--- src/rtl/qwpi_pkg.sv ---
package qwpi_pkg;

  localparam int unsigned DataW = 32;
  localparam int unsigned OpW = 2;
  localparam int unsigned PosW = 5;
  localparam int unsigned StatusW = 2;
  localparam int unsigned OccW = 5;
  localparam int unsigned DefaultDepth = 16;

  // Packed widths of the stream payloads, rounded up to whole bytes.
  localparam int unsigned InFieldsW = OpW + DataW + PosW;
  localparam int unsigned OutFieldsW = DataW + StatusW + OccW;
  localparam int unsigned InTdataW = ((InFieldsW + 7) / 8) * 8;
  localparam int unsigned OutTdataW = ((OutFieldsW + 7) / 8) * 8;

  typedef enum logic [OpW-1:0] {
    OP_ENQUEUE = 2'd0,
    OP_DEQUEUE = 2'd1,
    OP_INSERT  = 2'd2
  } op_e;

  typedef enum logic [StatusW-1:0] {
    ST_OK    = 2'd0,
    ST_EMPTY = 2'd1,
    ST_FULL  = 2'd2,
    ST_RANGE = 2'd3
  } status_e;

  // Broadcast to every cell of the chain for one transfer.
  typedef struct packed {
    logic ins;  // write the value at the position, shift the rest toward the tail
    logic deq;  // shift every entry one place toward the head
  } cell_cmd_t;

endpackage

--- src/rtl/qwpi_cell.sv ---
module qwpi_cell
  import qwpi_pkg::*;
#(
  parameter int unsigned CntW = 5,
  parameter int unsigned Idx = 0
) (
  input  logic                    clk_i,
  input  cell_cmd_t               cmd_i,
  input  logic [CntW-1:0]         pos_i,
  input  logic signed [DataW-1:0] value_i,
  input  logic signed [DataW-1:0] prev_i,
  input  logic signed [DataW-1:0] next_i,
  output logic signed [DataW-1:0] data_o
);

  localparam logic [CntW-1:0] IdxC = CntW'(Idx);

  logic signed [DataW-1:0] data_q;
  logic signed [DataW-1:0] data_d;

  always_comb begin
    data_d = data_q;
    if (cmd_i.deq) begin
      data_d = next_i;
    end else if (cmd_i.ins) begin
      if (IdxC == pos_i) begin
        data_d = value_i;
      end else if (IdxC > pos_i) begin
        data_d = prev_i;
      end
    end
  end

  always_ff @(posedge clk_i) begin
    data_q <= data_d;
  end

  assign data_o = data_q;

endmodule

--- src/rtl/queue_with_positional_insert.sv ---
// Bounded queue of signed 32-bit values with enqueue, dequeue and insert at
// a position counted from the head.
// Input stream (s_axis_*): one transfer carries an operation, a value and a
// position. Output stream (m_axis_*): one transfer per input transfer, with
// the dequeued value, a status and the occupancy after the operation.
// The entries sit in a chain of DEPTH cells, cell 0 being the head. Every
// operation that succeeds acts on the chain in the single cycle of acceptance: a
// dequeue shifts every cell toward the head, an insert shifts the cells
// behind the position toward the tail, and an enqueue is an insert at the
// tail.
// The result sits in an output register and is valid in the cycle after the
// input transfer; one item is taken per cycle while the receiver does not stall.
// While the receiver stalls, the result holds in the output register and the
// input is refused until it has been taken.
// Reset empties the queue and drops any pending result; the cells keep old
// contents, which are never read before being written.
module queue_with_positional_insert
  import qwpi_pkg::*;
#(
  parameter int unsigned DEPTH = DefaultDepth
) (
  input  logic                 clk_i,
  input  logic                 rst_ni,
  input  logic                 s_axis_tvalid_i,
  output logic                 s_axis_tready_o,
  // operation[1:0], value[33:2], position[38:34], zero fill above
  input  logic [InTdataW-1:0]  s_axis_tdata_i,
  output logic                 m_axis_tvalid_o,
  input  logic                 m_axis_tready_i,
  // out_value[31:0], status[33:32], occupancy[38:34], zero fill above
  output logic [OutTdataW-1:0] m_axis_tdata_o
);

  localparam int unsigned CntW = $clog2(DEPTH + 1);
  localparam int unsigned CmpW = (CntW > PosW) ? CntW : PosW;
  localparam logic [CntW-1:0] DepthC = CntW'(DEPTH);

  logic [OpW-1:0]          in_op;
  logic signed [DataW-1:0] in_value;
  logic [PosW-1:0]         in_pos;

  assign in_op    = s_axis_tdata_i[OpW-1:0];
  assign in_value = s_axis_tdata_i[OpW+DataW-1:OpW];
  assign in_pos   = s_axis_tdata_i[OpW+DataW+PosW-1:OpW+DataW];

  logic [CntW-1:0] count_q, count_d;
  logic            out_valid_q;
  logic signed [DataW-1:0] out_value_q, out_value_d;
  status_e         status_q, status_d;
  logic [OccW-1:0] occ_q;

  logic            accept;
  logic            full, empty, beyond;
  logic [CmpW-1:0] pos_w, cnt_w, cnt_d_w;
  logic [CntW-1:0] ins_pos;
  cell_cmd_t       cmd;

  logic signed [DataW-1:0] cell_data [DEPTH];

  assign s_axis_tready_o = !out_valid_q || m_axis_tready_i;
  assign accept = s_axis_tvalid_i && s_axis_tready_o;

  assign full   = (count_q == DepthC);
  assign empty  = (count_q == '0);
  assign pos_w  = CmpW'(in_pos);
  assign cnt_w  = CmpW'(count_q);
  assign beyond = (pos_w > cnt_w);

  always_comb begin
    cmd         = '0;
    ins_pos     = count_q;
    status_d    = ST_OK;
    out_value_d = '0;
    count_d     = count_q;
    case (in_op)
      OP_ENQUEUE: begin
        if (full) begin
          status_d = ST_FULL;
        end else begin
          cmd.ins = 1'b1;
          count_d = count_q + 1'b1;
        end
      end
      OP_DEQUEUE: begin
        if (empty) begin
          status_d = ST_EMPTY;
        end else begin
          cmd.deq     = 1'b1;
          out_value_d = cell_data[0];
          count_d     = count_q - 1'b1;
        end
      end
      OP_INSERT: begin
        if (full) begin
          status_d = ST_FULL;
        end else if (beyond) begin
          status_d = ST_RANGE;
        end else begin
          cmd.ins = 1'b1;
          ins_pos = pos_w[CntW-1:0];
          count_d = count_q + 1'b1;
        end
      end
      default: begin
      end
    endcase
    if (!accept) begin
      cmd     = '0;
      count_d = count_q;
    end
  end

  assign cnt_d_w = CmpW'(count_d);

  for (genvar g = 0; g < DEPTH; g++) begin : g_cell
    logic signed [DataW-1:0] prev_data, next_data;
    if (g == 0) begin : g_head
      assign prev_data = in_value;
    end else begin : g_body
      assign prev_data = cell_data[g-1];
    end
    if (g == DEPTH - 1) begin : g_tail
      assign next_data = cell_data[g];
    end else begin : g_inner
      assign next_data = cell_data[g+1];
    end
    qwpi_cell #(
      .CntW (CntW),
      .Idx  (g)
    ) u_cell (
      .clk_i   (clk_i),
      .cmd_i   (cmd),
      .pos_i   (ins_pos),
      .value_i (in_value),
      .prev_i  (prev_data),
      .next_i  (next_data),
      .data_o  (cell_data[g])
    );
  end

  always_ff @(posedge clk_i or negedge rst_ni) begin
    if (!rst_ni) begin
      count_q     <= '0;
      out_valid_q <= 1'b0;
    end else begin
      count_q <= count_d;
      if (accept) begin
        out_valid_q <= 1'b1;
      end else if (m_axis_tready_i) begin
        out_valid_q <= 1'b0;
      end
    end
  end

  always_ff @(posedge clk_i) begin
    if (accept) begin
      out_value_q <= out_value_d;
      status_q    <= status_d;
      occ_q       <= cnt_d_w[OccW-1:0];
    end
  end

  assign m_axis_tvalid_o = out_valid_q;
  assign m_axis_tdata_o  = OutTdataW'({occ_q, status_q, out_value_q});

endmodule

--- config.mk ---
export PLATFORM = sky130hd
export DESIGN_NAME = queue_with_positional_insert
export DESIGN_NICKNAME = d
export VERILOG_FILES = /design/src/rtl/qwpi_pkg.sv /design/src/rtl/qwpi_cell.sv /design/src/rtl/queue_with_positional_insert.sv
export SDC_FILE = /design/constraint.sdc
export NUM_CORES = 1
export LEC_CHECK = 0
export BUFFER_PORTS_ARGS = -buffer_cell sky130_fd_sc_hd__buf_2
export CAP_MARGIN = 40
export CORE_ASPECT_RATIO = 1.4
export CORE_MARGIN = 1
export CORE_UTILIZATION = 29
export DETAILED_ROUTE_END_ITERATION = 8
export PLACE_DENSITY_LB_ADDON = 0.3
export SYNTH_ARGS = -nofsm -noshare
export SYNTH_HDL_FRONTEND = slang
export SYNTH_SLANG_ARGS = --single-unit
export TNS_END_PERCENT = 20
--- constraint.sdc ---
create_clock -name clk_i -period 5.5 [get_ports clk_i]
set_clock_uncertainty 0.05 [all_clocks]
set_input_delay 1.65 -clock clk_i [delete_from_list [all_inputs] [get_ports clk_i]]
set_output_delay 1.65 -clock clk_i [all_outputs]
set_load 0.01 [all_outputs]
# Yosys cells after proc, flatten, opt, wreduce, memory -nomap -nowiden
# Index checks and enable logic that the tools add are counted.
dict set report word_totals {
  regBits 557
  inputBits 44
  output_inout_bits 42
  elab_cells 186
}
dict set report classes {
  addsub 2
  order_cmp 17
  n_eq_ne 18
  muxes 85
  n_bitwise 2
  reduce_logical 41
}
# cell count
set op_table {}
lappend op_table {{two-way mux 32 bit} 62}
lappend op_table {{nonzero test 3 bit} 15}
lappend op_table {{== test 4 x 5 -> 1 bit, first input constant} 8}
lappend op_table {{> comparator 4 x 5 -> 1 bit, first input constant} 8}
lappend op_table {{two-way mux 5 bit} 8}
lappend op_table {{AND reduction 2 bit} 15}
lappend op_table {{== test 3 x 5 -> 1 bit, first input constant} 4}
lappend op_table {{> comparator 3 x 5 -> 1 bit, first input constant} 4}
lappend op_table {{case mux 5 bit (3 select lines)} 1}
lappend op_table {{== test 2 x 5 -> 1 bit, first input constant} 2}
lappend op_table {{> comparator 1 x 5 -> 1 bit, first input constant} 2}
lappend op_table {{> comparator 2 x 5 -> 1 bit, first input constant} 2}
lappend op_table {{logical NOT 5 bit} 2}
lappend op_table {{two-way mux 1 bit} 8}
lappend op_table {{two-way mux 2 bit} 4}
lappend op_table {{case mux 2 bit (3 select lines)} 1}
lappend op_table {{nonzero test 2 bit} 3}
lappend op_table {{adder 5 x 1 -> 5 bit, second input constant} 1}
lappend op_table {{== test 1 x 5 -> 1 bit, first input constant} 1}
lappend op_table {{== test 5 bit, second input constant} 1}
lappend op_table {{> comparator 5 bit} 1}
lappend op_table {{subtractor 5 x 1 -> 5 bit, second input constant} 1}
lappend op_table {{AND reduction 3 bit} 1}
lappend op_table {{== test 2 x 1 -> 1 bit, second input constant} 1}
lappend op_table {{other kinds (8)} 9}

# Logic depth before layout (Yosys ltp)
# Gate-level depths: netlist of run 1.
dict set report logic_depth {
  ltp_word 9
  depth_mapped 12
  ltp_nobuf 9
}

# By module
# Synthesis of run 1 repeated with hierarchy kept, for this count alone.
dict set report unflattened {
  cells_unflattened 3091
  hier_area_um2 31940.6
}
# module instances cells_each area_per_inst_um2 seq_area_each_um2
set by_module_without_submodules {}
lappend by_module_without_submodules {queue_with_positional_insert 1 181 2268.4 1321.3}
lappend by_module_without_submodules {{qwpi_cell (g_cell[1].u_cell)} 1 183 2021.9 960.9}
lappend by_module_without_submodules {{qwpi_cell (g_cell[11].u_cell)} 1 187 1894.3 960.9}
lappend by_module_without_submodules {{qwpi_cell (g_cell[13].u_cell)} 1 187 1886.8 960.9}
lappend by_module_without_submodules {{qwpi_cell (g_cell[2].u_cell)} 1 186 1876.8 960.9}
lappend by_module_without_submodules {{qwpi_cell (g_cell[6].u_cell)} 1 185 1858.0 960.9}
lappend by_module_without_submodules {{qwpi_cell (g_cell[8].u_cell)} 1 187 1858.0 960.9}
lappend by_module_without_submodules {{qwpi_cell (g_cell[15].u_cell)} 1 186 1850.5 960.9}
lappend by_module_without_submodules {{qwpi_cell (g_cell[5].u_cell)} 1 185 1849.3 960.9}
lappend by_module_without_submodules {{qwpi_cell (g_cell[4].u_cell)} 1 186 1846.8 960.9}
lappend by_module_without_submodules {{qwpi_cell (g_cell[14].u_cell)} 1 187 1844.3 960.9}
lappend by_module_without_submodules {{qwpi_cell (g_cell[3].u_cell)} 1 185 1844.3 960.9}
lappend by_module_without_submodules {{qwpi_cell (g_cell[7].u_cell)} 1 186 1834.3 960.9}
lappend by_module_without_submodules {{qwpi_cell (g_cell[9].u_cell)} 1 185 1826.8 960.9}
lappend by_module_without_submodules {{+3 rows} -- -- -- --}

# Worst setup path after synthesis of run 1
# No wires, ideal clock.
dict set report synth_path {
  kind {in2reg}
  startpoint {input s_axis_tdata_i[35]}
  endpoint {register g_cell[15].u_cell.data_q[0] (enable)}
  setup_time_ps 501
  arrival_ps 5955
  required_time_ps 4949
  slack_ps -1006
  stages 6
  path_buffers 0
  path_cell_list {ha_1 nor2b_1 o311a_1 o21ai_1 nand2_2 nor4_1}
}
dict set report synth_via {
  elab_chain_len 7
  elab_cells_between_ends 12
  classes_between {2 x order compare; 1 x eq/ne; 7 x mux; 2 x reduce/logical}
}
# element line
set synth_lines {}
lappend synth_lines {{from (decl)} queue_with_positional_insert.sv:27} ;# input logic [InTdataW-1:0] s_axis_tdata_i,
lappend synth_lines {{> comparator 5 bit} queue_with_positional_insert.sv:67} ;# assign beyond = (pos_w > cnt_w);
lappend synth_lines {{two-way mux 5 bit} queue_with_positional_insert.sv:96} ;# end else if (beyond) begin
lappend synth_lines {{two-way mux 5 bit} queue_with_positional_insert.sv:94} ;# if (full) begin
lappend synth_lines {{two-way mux 5 bit} queue_with_positional_insert.sv:75} ;# case (in_op)
lappend synth_lines {{> comparator 4 x 5 -> 1 bit or == test 4 x 5 -> 1 bit (tied branches)} {qwpi_cell.sv:28, qwpi_cell.sv:26}}
lappend synth_lines {{nonzero test 2 bit (no line)} --}
lappend synth_lines {{AND reduction 3 bit (no line) *} --}
lappend synth_lines {{to (signal assigned)} qwpi_cell.sv:35} ;# data_q <= data_d;
lappend synth_lines {{to (decl)} qwpi_cell.sv:18} ;# logic signed [DataW-1:0] data_q;
# Mark *: on every way between the ends. The rest lies on a longest branch, timed or not.
# A chain may end at the register's enable or synchronous reset.

# Worst setup path after layout of run 1
dict set report layout_path {
  startpoint {input s_axis_tdata_i[35]}
  endpoint {register g_cell[14].u_cell.data_q[22] (data pin)}
}
dict set report layout_via {
  elab_chain_len 8
}
# element line
set layout_lines {}
lappend layout_lines {{> comparator 5 bit} queue_with_positional_insert.sv:67}
lappend layout_lines {{two-way mux 5 bit *} queue_with_positional_insert.sv:96}
lappend layout_lines {{two-way mux 5 bit *} queue_with_positional_insert.sv:94}
lappend layout_lines {{two-way mux 5 bit *} queue_with_positional_insert.sv:75}
lappend layout_lines {{== test 4 x 5 -> 1 bit *} qwpi_cell.sv:26} ;# if (IdxC == pos_i) begin
lappend layout_lines {{two-way mux 32 bit *} qwpi_cell.sv:26}
lappend layout_lines {{two-way mux 32 bit *} qwpi_cell.sv:25} ;# end else if (cmd_i.ins) begin
lappend layout_lines {{two-way mux 32 bit *} qwpi_cell.sv:23} ;# if (cmd_i.deq) begin
lappend layout_lines {{net g_cell[14].u_cell.data_d[22]} qwpi_cell.sv:19} ;# logic signed [DataW-1:0] data_d;
lappend layout_lines {{to (signal assigned)} qwpi_cell.sv:35}
lappend layout_lines {{to (decl)} qwpi_cell.sv:18}
# The timed path passes the listed nets; every way through them passes the cells marked *. The select of a mux whose other input is x is not followed.

==> metrics.md, run 1 <==
| Metric | Value |
|---|---|
| Skew-Pair Late Insertion Delay | roughly 620 ps |
| Hold WC Path Type | reg -> reg |
| Largest net degree at the start of global routing | between 200 and 250 |
| Register Area | around 0.017 mm² |
| Initial DRT Pass Iterations | 7 |
| Outcome | finished with violations |
| Hold path startpoint | m_axis_tvalid_o$_DFFE_PN0P_ |
| Crit share post-route | about 83% |
| Final WL | a little under 90 mm |
| Setup TNS | 0 ps |
| Post-synth EDFFs | about 550 |
| Hold worst-path end | m_axis_tvalid_o$_DFFE_PN0P_ |
| GRT Util Overall | ~18% |
| Syn Inst Count | approximately 2400 |
| # DRC | 4 |
| Via count | ~20000 |
| Vias in the first global route | a little over 20000 |
| Setup violators final | 0 |
| Distinct cell type count after synthesis | 66 |
| Violated checks | design-rule violations |
| H-Tree Depth | 2 |
| Die width | between 200 and 300 µm |
| RSZ-0062 raised after global routing | false |
| CTS root buf | clkbuf_16 |
| Post-DP HPWL | between 50 and 60 mm |
| Grt ovf | 0 |
| Largest cells by area after synthesis | edfxtp_1, mux2i_1, nand2_1 |
| Hold Vio Cnt, Final | 0 |
| FF-to-FF Start | cnt_w[2]$_DFF_PN0_ |
| Antenna-violating nets left | 0 |
| PortBufs | 83 |
| Pwr per Cell Area | ~390 mW/mm² |
| DP Worst Slack | 253 ps |
| Synth top area share | roughly 60% |
| CTS tree | yes |
| Yosys warning total | 0 |
| Post-CTS Setup Inserts | 0 |
| Final Instance Count excl. Fillers | around 3700 |
| Clock Pin Slew Worst Setup and Hold Paths | 60 ps |
| Register area share after synthesis | approximately three fifths |
| Dominant cell type by area after synthesis | edfxtp_1 |
| Ys async rst share | under 10% |
| Commonest non-fill, non-tap cells in the layout | edfxtp_1, nand2_1, nor2_1 |
| Multi-input gate area | between 0.009 and 0.01 mm² |
| Routed vias/inst | about 5.5 |
| Leak pwr | roughly 11 nW |
| Min cycle time layout | approximately 4600 ps |
| Critical path fanouts, max | 18 |
| R2r endpoint | g_cell[14].u_cell.data_o[22]$_DFFE_PP_ |
| Top FF cell, synth | edfxtp_1 |
| Syn_area_per_cell | about 11 µm² |
| Die footprint | approximately 0.096 mm² |
| M1 GR Usage | roughly 22% |
| Crit path capture type | flip-flop |
| Clock sink count | 557 |
| Fmax | about 0.22 GHz |
| Post-CTS Hold Buffers | 0 |
| Drt wl/cell | between 20 and 25 µm |
| Nets | ~2400 |
| Minimum hold slack | ~490 ps |
| FILL cells | slightly above 9000 |
| Share of cells above drive strength 1 | around 13% |
| Placed cell count | 3554 |
| Core area | 0.0937 mm² |
| Busiest grt layer | met2 |
| Grt met3 use | under 10% |
| Clock tree buffer depth | 3 |
| Dpl cell area | a little under 0.03 mm² |
| Slew Viols, Final | 0 |
| Area grow syn2layout | 13.6% |
| Worst setup path category | in -> reg |
| FF-to-FF setup slack | 1340 ps |
| Initial core utilization | 29.2% |
| Syn_nets | 2447 |
| WP data arrival | 4880 ps |
| Post-Layout Inst Area | 0.0311 mm² |
| Worst-margin pin slew | approximately 1100 ps |
| Met2 usage | about 32% |
| First-pass GRT wire length | ~130 mm |
| Inserted Clock Buffers | between 50 and 60 |
| 1st-iter DRT viols | roughly 2200 |
| CP Launch Type | input pin |
| Worst hold path depth | 2 |
| GPL Wtd Cong | just over 0.8 |
| Setup WS post-layout | 926 ps |
| R2R cell count | 9 |
| Row count | between 100 and 150 |
| Max-cap viol count | 0 |
| Initial antenna violation count | 11 |
| Post-Synthesis Cell Area | 0.0274 mm² |
| Commonest non-fill, non-tap cell in the layout | edfxtp_1 |
| Worst EP required | approximately 5800 ps |
| Slew HR | between 20% and 30% |
| Die Ht | between 300 and 400 µm |
| IO Pins | 86 |
| CTS-repair resized insts | 0 |
| Synthesized flop and latch total | around 560 |
| VDD IR-drop max | 222 µV |
## sequential cells by signal (all words and copies together), names as in the netlist
name / flops
cnt_w: 5
g_cell.u_cell.data_o: 512
m_axis_tvalid_o: 1
occ_q: 5
out_value_q: 32
status_q: 2
## cells in the mapped netlist (all sizes together), types with 2 or more instances
master    n
a211oi    2
a21o      2
a21oi    91
a221o   160
a22o      2
a22oi     2
a31oi     3
a41oi     2
and2     37
and3      5
buf      89
clkbuf  122
dfrtp     6
edfxtp  551
ha        7
inv     103
mux2     35
mux2i   165
nand2   434
nand2b    5
nand3    43
nand4     3
nor2    217
nor2b     2
nor3      4
o211ai    3
o21a      3
o21ai   178
o221ai   94
o22ai     3
o311ai    3
o31ai     2
or2       3
or3       2
## cell families after synthesis
family / after synthesis / share of synthesized area, %
muxes: 200 / 7.49
AOI/OAI and AO/OA: 557 / 14.9
xor gates and xnor gates: 1 / 0.0320
buffers and inverters: 314 / 4.92
other: 1 / 0.0137
and+or+nand+nor: 759 / 11.4
adders and majority gates: 7 / 0.320
DFF: 557 / 61.0
## worst max path at each step
stage	from	endpoint	slack, ps	depth (start not counted)
global route	s_axis_tdata_i[38]	g_cell[1].u_cell.data_o[7]$_DFFE_PP_	760	10
global placement	s_axis_tdata_i[35]	g_cell[14].u_cell.data_o[2]$_DFFE_PP_	370	9
detailed placement	s_axis_tdata_i[35]	g_cell[14].u_cell.data_o[28]$_DFFE_PP_	250	9
floorplan	m_axis_tready_i	g_cell[14].u_cell.data_o[0]$_DFFE_PP_	-190	7
CTS	s_axis_tdata_i[35]	g_cell[14].u_cell.data_o[28]$_DFFE_PP_	970	9
finish	s_axis_tdata_i[35]	g_cell[14].u_cell.data_o[22]$_DFFE_PP_	930	9
## power breakdown
part	internal (mW)	switching, mW
clock	2.05	1.69
combinational	0.901	2.11
sequential	5.27	0.226
## through the flow
step	power, mW	util [%]
2_1_floorplan	7.31	-
3_3_place_gp	8.49	31.4
3_5_place_dp	8.57	31.4
4_1_cts	12.3	33.2
5_1_grt	12.7	33.2
6_report	12.3	33.2
## area by class of cell
cell class | instances | area share, %
Multi-Input combinational cell | 1525 | 30.9
Timing Repair Buffer | 154 | 3.82
Clock inverter | 35 | 1.09
Inverter | 103 | 1.24
Clock buffer | 61 | 4.36
Tap cell | 1215 | 4.89
Sequential cell | 557 | 53.7
Antenna cell | 2 | 0.0161
## metal layers
| metal | part of all wire [%] | wire length [µm] |
|---|---|---|
| met5 | 0.083 | 74 |
| met4 | 3.9 | 3490 |
| met1 | 39 | 35100 |
| met3 | 6.8 | 6010 |
| met2 | 50 | 44300 |
## worst max-delay path, cell delays in order
cell     delay, ps
buf_2          160
ha_1           310
nor2b_1        140
o311a_1        360
o21ai_2        300
mux2i_1        670
a31oi_4        510
buf_4          410
a221o_1        340
Note: power is estimated with default switching activity, not from simulation.
==> run 2: changes to the inputs <==
Clock period 5.5 ns to 3.88 ns, I/O delays scaled along.
==> metrics.md, run 2 (same netlist as run 1, synthesis figures left out) <==
| Metric | Value |
|---|---|
| Outcome | completed (was finished with violations) |
| Die width | 262 µm (unchanged) |
| Inserted Clock Buffers | 55 (was 53) |
| Post-CTS Hold Buffers | 0 (unchanged) |
| Hold WC Path Type | in -> async (was reg -> reg) |
| Post-CTS Setup Inserts | 0 (unchanged) |
| Initial DRT Pass Iterations | 6 (was 7) |
| Critical path's most frequent cell | buf_4 |
| R2R cell count | 12 (was 9) |
| GPL Wtd Cong | 0.852 (was 0.827) |
| Worst-margin pin slew | 649 ps (was 1120 ps) |
| Slew HR | 56.5% (was 25.3%) |
| Via count | 19800 (was 20200) |
| Multi-input gate area | 0.00966 mm² (was 0.00960 mm²) |
| Buf/Inv on CP | 4 (was 2) |
| CP delay by family, top | compound AO/OA/AOI/OAI gates (unchanged) |
| CP Launch Type | input pin (unchanged) |
| Commonest non-fill, non-tap cells in the layout | edfxtp_1, nand2_1, nor2_1 (unchanged) |
| Placed cell count | 3658 (was 3554) |
| Nets | 2551 (was 2445) |
| Worst EP required | 4190 ps (was 5810 ps) |
| Share of cells above drive strength 1 | 16.7% (was 12.7%) |
| Clock share of power | 30.4% (was 30.5%) |
| Crit path cell chain | buf_2, ha_1, or2_2, o311a_4, buf_4, o21ai_0, a21oi_1, buf_4, nand2b_1, o21ai_4, buf_12, o221ai_1 (was buf_2, ha_1, nor2b_1, o311a_1, o21ai_2, mux2i_1, a31oi_4, buf_4, a221o_1) |
| Clock sink count | 557 (unchanged) |
| Grt ovf | 0 (unchanged) |
| IO Pins | 86 (unchanged) |
| Row count | 133 (unchanged) |
| Core area | 0.0937 mm² (unchanged) |
| Die Ht | 366 µm (unchanged) |
| H-Tree Depth | 2 (unchanged) |
| Max-cap viol count | 0 (unchanged) |
| Leak pwr | 11.6 nW (was 10.8 nW) |
| R2r endpoint | g_cell[3].u_cell.data_o[26]$_DFFE_PP_ (was g_cell[14].u_cell.data_o[22]$_DFFE_PP_) |
| WP data arrival | 3790 ps (was 4880 ps) |
| Routed vias/inst | 5.26 (was 5.53) |
| Net Switching | 5.84 mW (was 4.03 mW) |
| Clock tree buffer depth | 3 (unchanged) |
| Register Area | 0.0167 mm² (unchanged) |
| CTS-repair resized insts | 0 (unchanged) |
| Area grow syn2layout | 19.4% (was 13.6%) |
| # DRC | 0 (was 4) |
| CTS tree | yes (unchanged) |
| Switching share of power | 32.0% (was 32.9%) |
| Post-DP HPWL | 54.5 mm (was 52.7 mm) |
| Die footprint | 0.0957 mm² (unchanged) |
| PortBufs | 83 (unchanged) |
| Setup violators final | 0 (unchanged) |
| Pint | 12.4 mW (was 8.23 mW) |
| Drt wl/cell | 22.2 µm (was 24.4 µm) |
| GRT Util Overall | 17.4% (was 18.4%) |
| Slew Viols, Final | 0 (unchanged) |
| Logic pwr share | 27.0% (was 24.6%) |
| Critical path's slowest cell | o21ai_0 (was mux2i_1) |
| Min cycle time layout | 3480 ps |
| Final Instance Count excl. Fillers | 3768 (was 3652) |
| Crit share post-route | about nine tenths |
| CTS root buf | clkbuf_16 (unchanged) |
| Initial core utilization | 29.2% (unchanged) |
| Antenna-violating nets left | 0 (unchanged) |
| FF-to-FF Start | cnt_w[4]$_DFF_PN0_ (was cnt_w[2]$_DFF_PN0_) |
| Sequential fraction of design power | 42.6% (was 44.9%) |
| Max FFs per register | 512 (unchanged) |
| Worst setup path category | in -> reg (unchanged) |
| RSZ-0062 raised after global routing | false (unchanged) |
| VDD IR-drop max | 332 µV (was 222 µV) |
| Pwr per Cell Area | 558 mW/mm² (was 394 mW/mm²) |
| First-pass GRT wire length | 127 mm (was 132 mm) |
| Worst path max stage delay | 380 ps (was 670 ps) |
| FILL cells | 9109 (was 9321) |
| Critical path fanouts, max | 18 (unchanged) |
| Clock Pin Slew Worst Setup and Hold Paths | 70 ps (was 60 ps) |
| Commonest non-fill, non-tap cell in the layout | edfxtp_1 (unchanged) |
| Hold Vio Cnt, Final | 0 (unchanged) |
| Fmax | 0.287 GHz |
| Largest net degree at the start of global routing | 132 (was 226) |
| Initial antenna violation count | 17 (was 11) |
| Total power | 18.2 mW (was 12.3 mW) |
| FF-to-FF setup slack | 420 ps (was 1340 ps) |
| Crit path capture type | flip-flop (unchanged) |
| Vias in the first global route | 19800 (was 20500) |
| Final WL | 83.8 mm (was 89.0 mm) |
| 1st-iter DRT viols | 2135 (was 2152) |
| Skew-Pair Late Insertion Delay | 640 ps (was 620 ps) |
run 2: metrics by stage:
step,worst slack [ps],area (µm²),setup TNS (ps),hold slack [ps],util (%)
after detailed placement,-222,30800,-68940,485,32.9
after global routing,252,32700,0,286,34.9
final,401,32700,0,307,34.9
after global placement,-189,30800,-54980,478,32.9
after CTS,425,32700,0,270,34.9
after floorplan,-134,27600,-10960,469,-
run 2: worst max-delay path by stage:
stage | startpoint | endpoint | slack, ps | cells after the start
5_1_grt | cnt_w[1]$_DFF_PN0_ | g_cell[7].u_cell.data_o[25]$_DFFE_PP_ | 250 | 10
4_1_cts | cnt_w[4]$_DFF_PN0_ | g_cell[3].u_cell.data_o[26]$_DFFE_PP_ | 430 | 12
6_report | s_axis_tdata_i[36] | g_cell[3].u_cell.data_o[26]$_DFFE_PP_ | 400 | 12
3_5_place_dp | s_axis_tdata_i[36] | g_cell[1].u_cell.data_o[4]$_DFFE_PP_ | -220 | 12
2_1_floorplan | s_axis_tdata_i[36] | g_cell[0].u_cell.data_o[0]$_DFFE_PP_ | -130 | 8
3_3_place_gp | s_axis_tdata_i[36] | g_cell[1].u_cell.data_o[13]$_DFFE_PP_ | -190 | 12
run 2: layer usage:
metal	routed length, µm	GRT usage, %
met1	34400	22.6
met2	40700	29.4
met3	6500	2.91
met4	2060	5.51
met5	108	0
run 2: area by class of cell:
class,instances,area share [%]
diodes,6,0.0459
clock buffers,67,4.38
clock inverters,37,1.21
inverters,103,1.19
multi-input cells,1525,29.6
flip-flops and latches,557,51.1
well taps,1215,4.65
repair buffers,258,7.86
run 2: power groups by stage:
stage	sequential, mW	clock [mW]	combinational, mW
finish	7.77	5.56	4.93
global route	7.82	5.88	5.27
CTS	7.76	5.69	4.93
detailed placement	7.89	0	4.91
global placement	7.86	0	4.82
floorplan	7.80	0	2.69
